[config.mk]
export PLATFORM = sky130hd
export DESIGN_NAME = confusion_matrix_accumulator
export DESIGN_NICKNAME = d
export VERILOG_FILES = /design/src/rtl/cma_pkg.sv /design/src/rtl/cma_ram.sv /design/src/rtl/cma_div.sv /design/src/rtl/cma_front.sv /design/src/rtl/cma_back.sv /design/src/rtl/confusion_matrix_accumulator.sv
export SDC_FILE = /design/constraint.sdc
export NUM_CORES = 2
export LEC_CHECK = 0
export BUFFER_PORTS_ARGS = -buffer_cell sky130_fd_sc_hd__buf_2
export CORE_AREA = 2 2 504 881
export DETAILED_ROUTE_END_ITERATION = 8
export DIE_AREA = 0 0 506 883
export PLACE_DENSITY = 0.38
export SYNTH_ARGS = -nofsm -noshare
export SYNTH_HDL_FRONTEND = slang
export SYNTH_SLANG_ARGS = --single-unit
[constraint.sdc]
create_clock -name clk -period 37 [get_ports clk]
set_clock_uncertainty 0.1 [all_clocks]
set_input_delay 7.4 -clock clk [delete_from_list [all_inputs] [get_ports clk]]
set_output_delay 7.4 -clock clk [all_outputs]
set_load 0.05 [all_outputs]
[src/rtl/cma_pkg.sv]
// Shared types and constants of the confusion matrix accumulator
package cma_pkg;

  localparam int CLASSES_DEF    = 16;
  localparam int COUNT_BITS_DEF = 32;
  localparam int CLS_W          = 4;
  localparam int NC_W           = 5;
  localparam int Q_W            = 17;
  localparam int FIELD_W        = 32;

  localparam logic [NC_W-1:0] NC_RESET = 5'd16;
  localparam logic [Q_W-1:0]  Q16_ONE  = 17'd65536;

  localparam logic [1:0] OP_ACC = 2'd0;
  localparam logic [1:0] OP_QRY = 2'd1;
  localparam logic [1:0] OP_CLR = 2'd2;
  localparam logic [1:0] OP_NOP = 2'd3;

  typedef enum logic [1:0] {
    KIND_ACC,
    KIND_QRY,
    KIND_CLR,
    KIND_BAD
  } kind_t;

  typedef struct packed {
    kind_t              kind;
    logic [CLS_W-1:0]   a;
    logic [CLS_W-1:0]   p;
    logic [CLS_W-1:0]   q;
  } item_t;

  typedef enum logic [2:0] {
    B_IDLE,
    B_EXEC,
    B_DIV,
    B_DONE
  } back_state_t;

endpackage

[src/rtl/cma_ram.sv]
// Generic single-write, single-read RAM with registered read data
module cma_ram #(
  parameter int WIDTH = 32,
  parameter int DEPTH = 16
) (
  input  logic                     clk,
  input  logic                     we,
  input  logic [$clog2(DEPTH)-1:0] waddr,
  input  logic [WIDTH-1:0]         wdata,
  input  logic [$clog2(DEPTH)-1:0] raddr,
  output logic [WIDTH-1:0]         rdata
);

  logic [WIDTH-1:0] mem_r [DEPTH];
  logic [WIDTH-1:0] rdata_r;

  always_ff @(posedge clk) begin
    if (we) begin
      mem_r[waddr] <= wdata;
    end
    rdata_r <= mem_r[raddr];
  end

  assign rdata = rdata_r;

endmodule

[src/rtl/cma_div.sv]
// Restoring Q1.16 ratio divider, one quotient bit per enabled cycle
module cma_div #(
  parameter int DW = 33
) (
  input  logic                 clk,
  input  logic                 start,
  input  logic                 en,
  input  logic [DW-1:0]        num,
  input  logic [DW-1:0]        den,
  output logic [cma_pkg::Q_W-1:0] quo
);
  import cma_pkg::*;

  logic [DW-1:0] rem_r;
  logic [DW-1:0] den_r;
  logic [15:0]   q_r;
  logic          one_r;
  logic [DW:0]   two_rem;
  logic          ge;

  assign two_rem = {rem_r, 1'b0};
  assign ge      = two_rem >= {1'b0, den_r};

  always_ff @(posedge clk) begin
    if (start) begin
      rem_r <= num;
      den_r <= den;
      q_r   <= '0;
      one_r <= (den == '0) || (num >= den);
    end else if (en) begin
      rem_r <= ge ? DW'(two_rem - {1'b0, den_r}) : DW'(two_rem);
      q_r   <= {q_r[14:0], ge};
    end
  end

  assign quo = one_r ? Q16_ONE : {1'b0, q_r};

endmodule

[src/rtl/cma_front.sv]
// Front end: accepts beats, checks class ranges, queues classified items
module cma_front #(
  parameter int CLASSES = 16
) (
  input  logic                        clk,
  input  logic                        rst_n,
  input  logic                        in_valid,
  output logic                        in_stall,
  input  logic [1:0]                  in_opcode,
  input  logic [cma_pkg::CLS_W-1:0]   in_actual_class,
  input  logic [cma_pkg::CLS_W-1:0]   in_predicted_class,
  input  logic [cma_pkg::CLS_W-1:0]   in_query_class,
  input  logic                        cfg_valid,
  output logic                        cfg_ready,
  input  logic [cma_pkg::NC_W-1:0]    cfg_data,
  output logic                        hd_valid,
  output cma_pkg::item_t              hd_item,
  input  logic                        pop
);
  import cma_pkg::*;

  logic [NC_W-1:0] nc_r;
  item_t           q_mem_r [2];
  logic            wr_ptr_r;
  logic            rd_ptr_r;
  logic [1:0]      cnt_r;
  item_t           new_item;
  logic            push;
  logic            a_ok, p_ok, q_ok;

  function automatic logic class_ok(input logic [CLS_W-1:0] c, input logic [NC_W-1:0] nc);
    return ({1'b0, c} < nc) && ({28'd0, c} < 32'(CLASSES));
  endfunction

  assign a_ok = class_ok(in_actual_class, nc_r);
  assign p_ok = class_ok(in_predicted_class, nc_r);
  assign q_ok = class_ok(in_query_class, nc_r);

  always_comb begin
    new_item.a = in_actual_class;
    new_item.p = in_predicted_class;
    new_item.q = in_query_class;
    unique case (in_opcode)
      OP_ACC: new_item.kind = (a_ok && p_ok) ? KIND_ACC : KIND_BAD;
      OP_QRY: new_item.kind = q_ok ? KIND_QRY : KIND_BAD;
      OP_CLR: new_item.kind = KIND_CLR;
      OP_NOP: new_item.kind = KIND_BAD;
      default: new_item.kind = KIND_BAD;
    endcase
  end

  assign in_stall  = (cnt_r == 2'd2);
  assign push      = in_valid && !in_stall;
  assign hd_valid  = (cnt_r != 2'd0);
  assign hd_item   = q_mem_r[rd_ptr_r];
  assign cfg_ready = 1'b1;

  always_ff @(posedge clk) begin
    if (push) begin
      q_mem_r[wr_ptr_r] <= new_item;
    end
  end

  always_ff @(posedge clk) begin
    if (!rst_n) begin
      nc_r     <= NC_RESET;
      wr_ptr_r <= 1'b0;
      rd_ptr_r <= 1'b0;
      cnt_r    <= 2'd0;
    end else begin
      if (cfg_valid && cfg_ready) begin
        nc_r <= cfg_data;
      end
      if (push) begin
        wr_ptr_r <= !wr_ptr_r;
      end
      if (pop) begin
        rd_ptr_r <= !rd_ptr_r;
      end
      cnt_r <= cnt_r + {1'b0, push} - {1'b0, pop};
    end
  end

endmodule

[src/rtl/cma_back.sv]
// Back end: updates counters, runs ratio dividers and drives result beats
module cma_back #(
  parameter int CLASSES    = 16,
  parameter int COUNT_BITS = 32
) (
  input  logic                          clk,
  input  logic                          rst_n,
  input  logic                          hd_valid,
  input  cma_pkg::item_t                hd_item,
  output logic                          pop,
  output logic                          out_valid,
  input  logic                          out_stall,
  output logic                          out_status,
  output logic [cma_pkg::FIELD_W-1:0]   out_diag_count,
  output logic [cma_pkg::FIELD_W-1:0]   out_row_total,
  output logic [cma_pkg::FIELD_W-1:0]   out_col_total,
  output logic [cma_pkg::FIELD_W-1:0]   out_diag_total,
  output logic [cma_pkg::FIELD_W-1:0]   out_grand_total,
  output logic [cma_pkg::Q_W-1:0]       out_recall_q16,
  output logic [cma_pkg::Q_W-1:0]       out_precision_q16,
  output logic [cma_pkg::Q_W-1:0]       out_jaccard_q16,
  output logic [cma_pkg::Q_W-1:0]       out_accuracy_q16
);
  import cma_pkg::*;

  localparam int  CW      = $clog2(CLASSES);
  localparam int  W       = COUNT_BITS;
  localparam int  DW      = COUNT_BITS + 1;
  localparam bit  UNI_SAT = (COUNT_BITS == 64);

  back_state_t state_r, state_nxt;
  item_t       item_r;
  item_t       rd_item;
  logic [3:0]  cnt_r;
  logic [CLASSES-1:0] row_vld_r, col_vld_r, dia_vld_r;
  logic [W-1:0] diag_sum_r, total_r;
  logic [W-1:0] d_r, r_r, c_r;
  logic         r_zero_r, c_zero_r, j_one_r, st_zero_r;

  logic [CW-1:0] row_ra, col_ra, dia_ra, row_wa, col_wa;
  logic [W-1:0]  row_rd, col_rd, dia_rd;
  logic [W-1:0]  rv, cv, dv;
  logic          row_we, col_we, dia_we;
  logic          same;
  logic [W-1:0]  cmd;
  logic [DW-1:0] uni_full, uni;
  logic          div_start, div_en;
  logic [Q_W-1:0] q_rec, q_pre, q_jac, q_acc;
  logic          load_out;

  function automatic logic [W-1:0] sat_inc(input logic [W-1:0] v);
    return (&v) ? v : v + 1'b1;
  endfunction

  function automatic logic [FIELD_W-1:0] clamp32(input logic [W-1:0] v);
    logic [63:0] v64;
    v64 = 64'(v);
    return (|v64[63:32]) ? {FIELD_W{1'b1}} : v64[31:0];
  endfunction

  assign rd_item = (state_r == B_IDLE) ? hd_item : item_r;
  assign row_ra  = CW'((rd_item.kind == KIND_QRY) ? rd_item.q : rd_item.a);
  assign col_ra  = CW'((rd_item.kind == KIND_QRY) ? rd_item.q : rd_item.p);
  assign dia_ra  = row_ra;
  assign row_wa  = CW'(item_r.a);
  assign col_wa  = CW'(item_r.p);
  assign same    = (item_r.a == item_r.p);

  assign rv = row_vld_r[row_ra] ? row_rd : '0;
  assign cv = col_vld_r[col_ra] ? col_rd : '0;
  assign dv = dia_vld_r[dia_ra] ? dia_rd : '0;

  assign cmd      = (cv >= dv) ? cv - dv : '0;
  assign uni_full = {1'b0, rv} + {1'b0, cmd};
  assign uni      = (UNI_SAT && uni_full[W]) ? {1'b0, {W{1'b1}}} : uni_full;

  cma_ram #(.WIDTH(W), .DEPTH(CLASSES)) u_row_ram (
    .clk(clk), .we(row_we), .waddr(row_wa), .wdata(sat_inc(rv)),
    .raddr(row_ra), .rdata(row_rd)
  );
  cma_ram #(.WIDTH(W), .DEPTH(CLASSES)) u_col_ram (
    .clk(clk), .we(col_we), .waddr(col_wa), .wdata(sat_inc(cv)),
    .raddr(col_ra), .rdata(col_rd)
  );
  cma_ram #(.WIDTH(W), .DEPTH(CLASSES)) u_dia_ram (
    .clk(clk), .we(dia_we), .waddr(row_wa), .wdata(sat_inc(dv)),
    .raddr(dia_ra), .rdata(dia_rd)
  );

  cma_div #(.DW(DW)) u_div_rec (
    .clk(clk), .start(div_start), .en(div_en),
    .num({1'b0, dv}), .den({1'b0, rv}), .quo(q_rec)
  );
  cma_div #(.DW(DW)) u_div_pre (
    .clk(clk), .start(div_start), .en(div_en),
    .num({1'b0, dv}), .den({1'b0, cv}), .quo(q_pre)
  );
  cma_div #(.DW(DW)) u_div_jac (
    .clk(clk), .start(div_start), .en(div_en),
    .num({1'b0, dv}), .den(uni), .quo(q_jac)
  );
  cma_div #(.DW(DW)) u_div_acc (
    .clk(clk), .start(div_start), .en(div_en),
    .num({1'b0, diag_sum_r}), .den({1'b0, total_r}), .quo(q_acc)
  );

  assign load_out = !out_valid || !out_stall;

  always_comb begin
    state_nxt = state_r;
    pop       = 1'b0;
    row_we    = 1'b0;
    col_we    = 1'b0;
    dia_we    = 1'b0;
    div_start = 1'b0;
    div_en    = 1'b0;
    unique case (state_r)
      B_IDLE: begin
        if (hd_valid) begin
          pop       = 1'b1;
          state_nxt = B_EXEC;
        end
      end
      B_EXEC: begin
        row_we    = (item_r.kind == KIND_ACC);
        col_we    = (item_r.kind == KIND_ACC);
        dia_we    = (item_r.kind == KIND_ACC) && same;
        div_start = (item_r.kind == KIND_QRY);
        state_nxt = (item_r.kind == KIND_QRY) ? B_DIV : B_DONE;
      end
      B_DIV: begin
        div_en = 1'b1;
        if (cnt_r == 4'd15) begin
          state_nxt = B_DONE;
        end
      end
      B_DONE: begin
        if (load_out) begin
          state_nxt = B_IDLE;
        end
      end
      default: state_nxt = B_IDLE;
    endcase
  end

  always_ff @(posedge clk) begin
    if (!rst_n) begin
      state_r <= B_IDLE;
    end else begin
      state_r <= state_nxt;
    end
  end

  always_ff @(posedge clk) begin
    if (pop) begin
      item_r <= hd_item;
    end
    if (state_r == B_EXEC) begin
      d_r       <= dv;
      r_r       <= rv;
      c_r       <= cv;
      r_zero_r  <= (rv == '0);
      c_zero_r  <= (cv == '0);
      j_one_r   <= ({1'b0, dv} >= uni);
      st_zero_r <= (total_r == '0);
    end
    cnt_r <= div_en ? cnt_r + 4'd1 : 4'd0;
  end

  always_ff @(posedge clk) begin
    if (!rst_n) begin
      row_vld_r  <= '0;
      col_vld_r  <= '0;
      dia_vld_r  <= '0;
      diag_sum_r <= '0;
      total_r    <= '0;
    end else if (state_r == B_EXEC) begin
      if (item_r.kind == KIND_CLR) begin
        row_vld_r  <= '0;
        col_vld_r  <= '0;
        dia_vld_r  <= '0;
        diag_sum_r <= '0;
        total_r    <= '0;
      end else if (item_r.kind == KIND_ACC) begin
        row_vld_r[row_wa] <= 1'b1;
        col_vld_r[col_wa] <= 1'b1;
        if (same) begin
          dia_vld_r[row_wa] <= 1'b1;
          diag_sum_r        <= sat_inc(diag_sum_r);
        end
        total_r <= sat_inc(total_r);
      end
    end
  end

  always_ff @(posedge clk) begin
    if (!rst_n) begin
      out_valid <= 1'b0;
    end else if (state_r == B_DONE && load_out) begin
      out_valid <= 1'b1;
    end else if (!out_stall) begin
      out_valid <= 1'b0;
    end
  end

  always_ff @(posedge clk) begin
    if (state_r == B_DONE && load_out) begin
      out_status        <= (item_r.kind == KIND_BAD);
      out_diag_count    <= '0;
      out_row_total     <= '0;
      out_col_total     <= '0;
      out_diag_total    <= '0;
      out_grand_total   <= '0;
      out_recall_q16    <= '0;
      out_precision_q16 <= '0;
      out_jaccard_q16   <= '0;
      out_accuracy_q16  <= '0;
      if (item_r.kind == KIND_QRY) begin
        out_diag_count    <= clamp32(d_r);
        out_row_total     <= clamp32(r_r);
        out_col_total     <= clamp32(c_r);
        out_diag_total    <= clamp32(diag_sum_r);
        out_grand_total   <= clamp32(total_r);
        out_recall_q16    <= r_zero_r ? '0 : q_rec;
        out_precision_q16 <= c_zero_r ? Q16_ONE : q_pre;
        out_jaccard_q16   <= j_one_r ? Q16_ONE : q_jac;
        out_accuracy_q16  <= st_zero_r ? '0 : q_acc;
      end
    end
  end

endmodule

[src/rtl/confusion_matrix_accumulator.sv]
// Top level of the confusion matrix accumulator
//
// Input channel (in_valid / in_stall): one beat per item. Opcode 0 adds one
// sample at (actual, predicted), 1 queries one class, 2 clears all counts.
// Output channel (out_valid / out_stall): exactly one result beat per item.
// Status 1 flags an out-of-range class or an unused opcode.
// Config channel (cfg_valid / cfg_ready): writes num_classes, always ready.
// An item passes from the queue through the back end's idle, execute
// and done states to the registered result beat; a query also passes
// the divide state, where the ratio dividers produce one quotient bit
// per cycle and work all four ratios in parallel. The back end runs its
// read, update and result steps on the counter RAMs for one item at a
// time and takes a new item only after the last result is loaded. A
// two-entry queue lets the front keep taking beats while the back end works.
// Reset clears every count at once and sets num_classes to 16. When the
// receiver stalls, the result beat holds and the queue fills, then
// in_stall rises.
module confusion_matrix_accumulator #(
  parameter int CLASSES    = cma_pkg::CLASSES_DEF,
  parameter int COUNT_BITS = cma_pkg::COUNT_BITS_DEF
) (
  input  logic                        clk,
  input  logic                        rst_n,
  input  logic                        in_valid,
  output logic                        in_stall,
  input  logic [1:0]                  in_opcode,
  input  logic [cma_pkg::CLS_W-1:0]   in_actual_class,
  input  logic [cma_pkg::CLS_W-1:0]   in_predicted_class,
  input  logic [cma_pkg::CLS_W-1:0]   in_query_class,
  output logic                        out_valid,
  input  logic                        out_stall,
  output logic                        out_status,
  output logic [cma_pkg::FIELD_W-1:0] out_diag_count,
  output logic [cma_pkg::FIELD_W-1:0] out_row_total,
  output logic [cma_pkg::FIELD_W-1:0] out_col_total,
  output logic [cma_pkg::FIELD_W-1:0] out_diag_total,
  output logic [cma_pkg::FIELD_W-1:0] out_grand_total,
  output logic [cma_pkg::Q_W-1:0]     out_recall_q16,
  output logic [cma_pkg::Q_W-1:0]     out_precision_q16,
  output logic [cma_pkg::Q_W-1:0]     out_jaccard_q16,
  output logic [cma_pkg::Q_W-1:0]     out_accuracy_q16,
  input  logic                        cfg_valid,
  output logic                        cfg_ready,
  input  logic [cma_pkg::NC_W-1:0]    cfg_data
);
  import cma_pkg::*;

  logic  hd_valid;
  item_t hd_item;
  logic  pop;

  cma_front #(.CLASSES(CLASSES)) u_front (
    .clk(clk), .rst_n(rst_n),
    .in_valid(in_valid), .in_stall(in_stall), .in_opcode(in_opcode),
    .in_actual_class(in_actual_class), .in_predicted_class(in_predicted_class),
    .in_query_class(in_query_class),
    .cfg_valid(cfg_valid), .cfg_ready(cfg_ready), .cfg_data(cfg_data),
    .hd_valid(hd_valid), .hd_item(hd_item), .pop(pop)
  );

  cma_back #(.CLASSES(CLASSES), .COUNT_BITS(COUNT_BITS)) u_back (
    .clk(clk), .rst_n(rst_n),
    .hd_valid(hd_valid), .hd_item(hd_item), .pop(pop),
    .out_valid(out_valid), .out_stall(out_stall), .out_status(out_status),
    .out_diag_count(out_diag_count), .out_row_total(out_row_total),
    .out_col_total(out_col_total), .out_diag_total(out_diag_total),
    .out_grand_total(out_grand_total), .out_recall_q16(out_recall_q16),
    .out_precision_q16(out_precision_q16), .out_jaccard_q16(out_jaccard_q16),
    .out_accuracy_q16(out_accuracy_q16)
  );

endmodule

==> summary.txt <==
Timing
  • Tmin final: 13.36 ns
  • Tcrit/Tclk final: 36.1%
  • Final worst-path setup slack: 23.64 ns
  • Setup TNS: 0 ns
  • Endpoints failing setup: 0
  • Slew Limit Headroom: 8.18%
  • Max frequency: 0.0749 GHz
  • Final Hold Viols: 0
  • Worst Tran Pin Value: 1.37 ns
  • RSZ-0062 raised after global routing: false
  • Final slew viol count: 0

Die
  • Starting Density: 25.0%
  • Row count: around 320
  • Die height: 883 µm
  • Die width: 506 µm
  • Die ar.: between 400,000 and 500,000 µm²
  • Number of I/O pins: between 200 and 300
  • Core footprint: 439,000 µm²

Setup path
  • Critical Path RT: 37.57 ns
  • CP Capture Type: flop
  • Startpoint class of the critical path: flop
  • Delay-heaviest family, CP: compound AO/OA/AOI/OAI gates
  • CP arrival: 13.93 ns
  • Critical Path Slowest Stage Cell: or4_4
  • Critical path fanouts, max: 66
  • Buffers and inverters on the worst path: 6
  • CP max stage delay: around 0.85 ns
  • WS Path Type: flop to flop

Logic synthesis
  • Mapped Nets: 9,748
  • Post-synth EDFFs: 2,168
  • Synth async-reset ratio: 0%
  • XOR/XNOR Fraction of Synth Area: 2.32%
  • Mapped cell area: 110,000 µm²
  • Yosys synthesis warning count: 0
  • Ys flop type: edfxtp_1
  • Register area share after synthesis: 64.7%
  • Mux contribution to synthesized area: 1.43%
  • Yosys reg bits: 2,461
  • Post-Syn Instances: 9,406
  • Simple-gate share of the synthesized area: 16.9%
  • Adder-Cell Fraction of Synth Area: about 3.7%
  • Syn Area/Cell: between 10 and 15 µm²
  • Post-synthesis compound-gate area fraction: under 10%
  • Largest family of logic cells by synthesized area: simple AND/OR/NAND/NOR gates
  • Distinct cells, synth: about 110

Drt
  • Drt drc: 0
  • Vias per inst: 4.77
  • DR vias: 74,800
  • Total wire length: 404 mm
  • DRT Pass-1 Iters: 6
  • Post-route ant nets: 0
  • Avg WL per Cell: 25.7 µm
  • 1st-iter DRT viols: 5,314

Clocking
  • TritonCTS clock tree: yes
  • Number of CTS-inserted buffers: 237
  • Resized cells post-CTS: 0
  • Clock latency on the worst-skew pair: 0.96 ns
  • Setup Fix Bufs, Post-CTS: 0
  • Longest Clk Path Bufs: 4
  • Worst-path clk slew: 0.07 ns
  • Post-CTS Hold Buffers: 0
  • Clock Sinks: 2,461
  • Root buf cell: clkbuf_16
  • H-tree levels: 4

Cells and area
  • Area grow syn2layout: 15.6%
  • Post-route cell area: 127,000 µm²
  • Layout cells sized above 1: 10.4%
  • Layout Nets: 9,986
  • Core Util, Final: 28.9%

Min path
  • Min-Delay Path Class: flop to flop

Global route
  • GRT Util Overall: 17.5%
  • First-pass GRT wire length: ~570 mm
  • Largest net degree at the start of global routing: 159
  • Initial antenna violation count: 20
  • Vias in the first global route: 75,200
  • Gr ovfl total: 0

Place
  • Final HPWL DP: 266 mm
  • Placed cell area: between 100,000 and 150,000 µm²
  • RD Place Congestion: 0.881
  • Post-place setup slack: 23.59 ns
  • Number of port buffers: around 250

Run
  • Max cap viols: 0

Run status
  • Status: finished, final reports clean
-- cells in the final DEF, fill, tap and decap left out, drive strengths merged, types with 15 or more instances in the layout --
cell type | netlist | final
edfxtp | 2168 | 2168
nand2 | 1860 | 1860
nand3 | 747 | 747
nor2 | 552 | 552
buf | 69 | 483
a21oi | 391 | 391
inv | 349 | 365
ha | 312 | 312
clkbuf | 415 | 310
dfxtp | 293 | 293
a311oi | 248 | 248
and3 | 234 | 234
and2 | 213 | 213
xnor2 | 195 | 195
o21ai | 152 | 152
a31oi | 147 | 147
a21o | 130 | 130
nor3 | 130 | 130
mux2i | 120 | 120
xor2 | 95 | 95
nand4 | 84 | 84
clkinv | 1 | 76
nand2b | 56 | 56
nor2b | 52 | 52
nor4 | 41 | 41
o21a | 39 | 39
o21bai | 33 | 33
a211oi | 29 | 29
mux2 | 28 | 28
or3 | 27 | 27
bufinv | 0 | 27
a21boi | 15 | 15
-- per-stage QoR --
step | cells | hold slack [ns]
floorplan | 9406 | 0.306
global placement | 15200 | 0.341
detailed placement | 15200 | 0.358
CTS | 15700 | 0.375
global route | 15700 | 0.385
finish | 15700 | 0.363
-- layer usage --
metal,GRT usage (%),share of wire (%),up-vias
met1,19.8,39,37900
met5,0,0,-
met3,1.69,3.3,598
met2,32.9,53,1759
li1,-,-,34500
met4,7.89,5.0,0
-- Yosys cell counts, drive strengths merged, types with 7 or more instances --
cell,number,area (µm²)
nor4b,7,91.3
a311oi,248,2170
ha,312,3900
buf,69,342
a21oi,391,1970
mux2,28,334
and3,234,1460
o2111ai,7,61.3
edfxtp,2168,65100
nor4,41,284
xor2,95,832
o31a,11,96.3
and4,12,105
nand2b,56,350
inv,349,1320
o211ai,12,95.1
a21o,130,976
nand3,747,3760
dfxtp,293,5870
xnor2,195,1710
nor2,552,2080
nor2b,52,325
a31oi,147,950
a211oi,29,250
and2,213,1330
o21a,39,300
nand4,84,532
mux2i,120,1230
clkbuf,415,1560
o21ai,152,768
nor3,130,666
or2,9,56.3
o21bai,33,248
nand2,1860,7000
or3,27,169
nor3b,9,67.6
a21boi,15,113
-- final cells by class --
cell class	instances	area, µm²
repair buffers	483	3080
well taps	5832	7300
clock buffers	310	6540
inverters	350	1330
flip-flops and latches	2461	71000
diodes	11	27.5
multi-input cells	6111	36000
fillers	45200	312000
clock inverters	127	1460
-- cell families (layout without fill, tap and decap cells) --
group / count (synthesis) / in the layout
buf+inv: 834 / 1270
flops: 2461 / 2461
xor+xnor: 290 / 290
mux: 148 / 148
other cells: 1 / 12
simple gates: 4063 / 4063
fa+ha+maj: 318 / 318
compound gates: 1291 / 1291
-- registers in the layout (all words and copies together), names as in the netlist, 33 cells and up, named ones only --
register / cells
u_back.u_col_ram.mem_r: 512
u_back.u_dia_ram.mem_r: 512
u_back.u_div_acc.rem_r: 33
u_back.u_div_jac.den_r: 33
u_back.u_div_jac.rem_r: 33
u_back.u_div_pre.rem_r: 33
u_back.u_div_rec.rem_r: 33
u_back.u_row_ram.mem_r: 512
-- final timing paths --
path	from	end	slack, ns	cells past startpoint
max	u_back.state_r[0]	u_back.u_div_jac.one_r	23.64	47
min	u_back.cnt_r[0]	u_back.cnt_r[0]	0.36	1
max reg2reg	u_back.state_r[0]	u_back.u_div_jac.one_r	23.64	47
min reg2reg	u_back.cnt_r[0]	u_back.cnt_r[0]	0.36	1
Power is left out: the tool's default activity adds up to more than one toggle a clock period on the data nets, which glitch-free logic cannot reach.
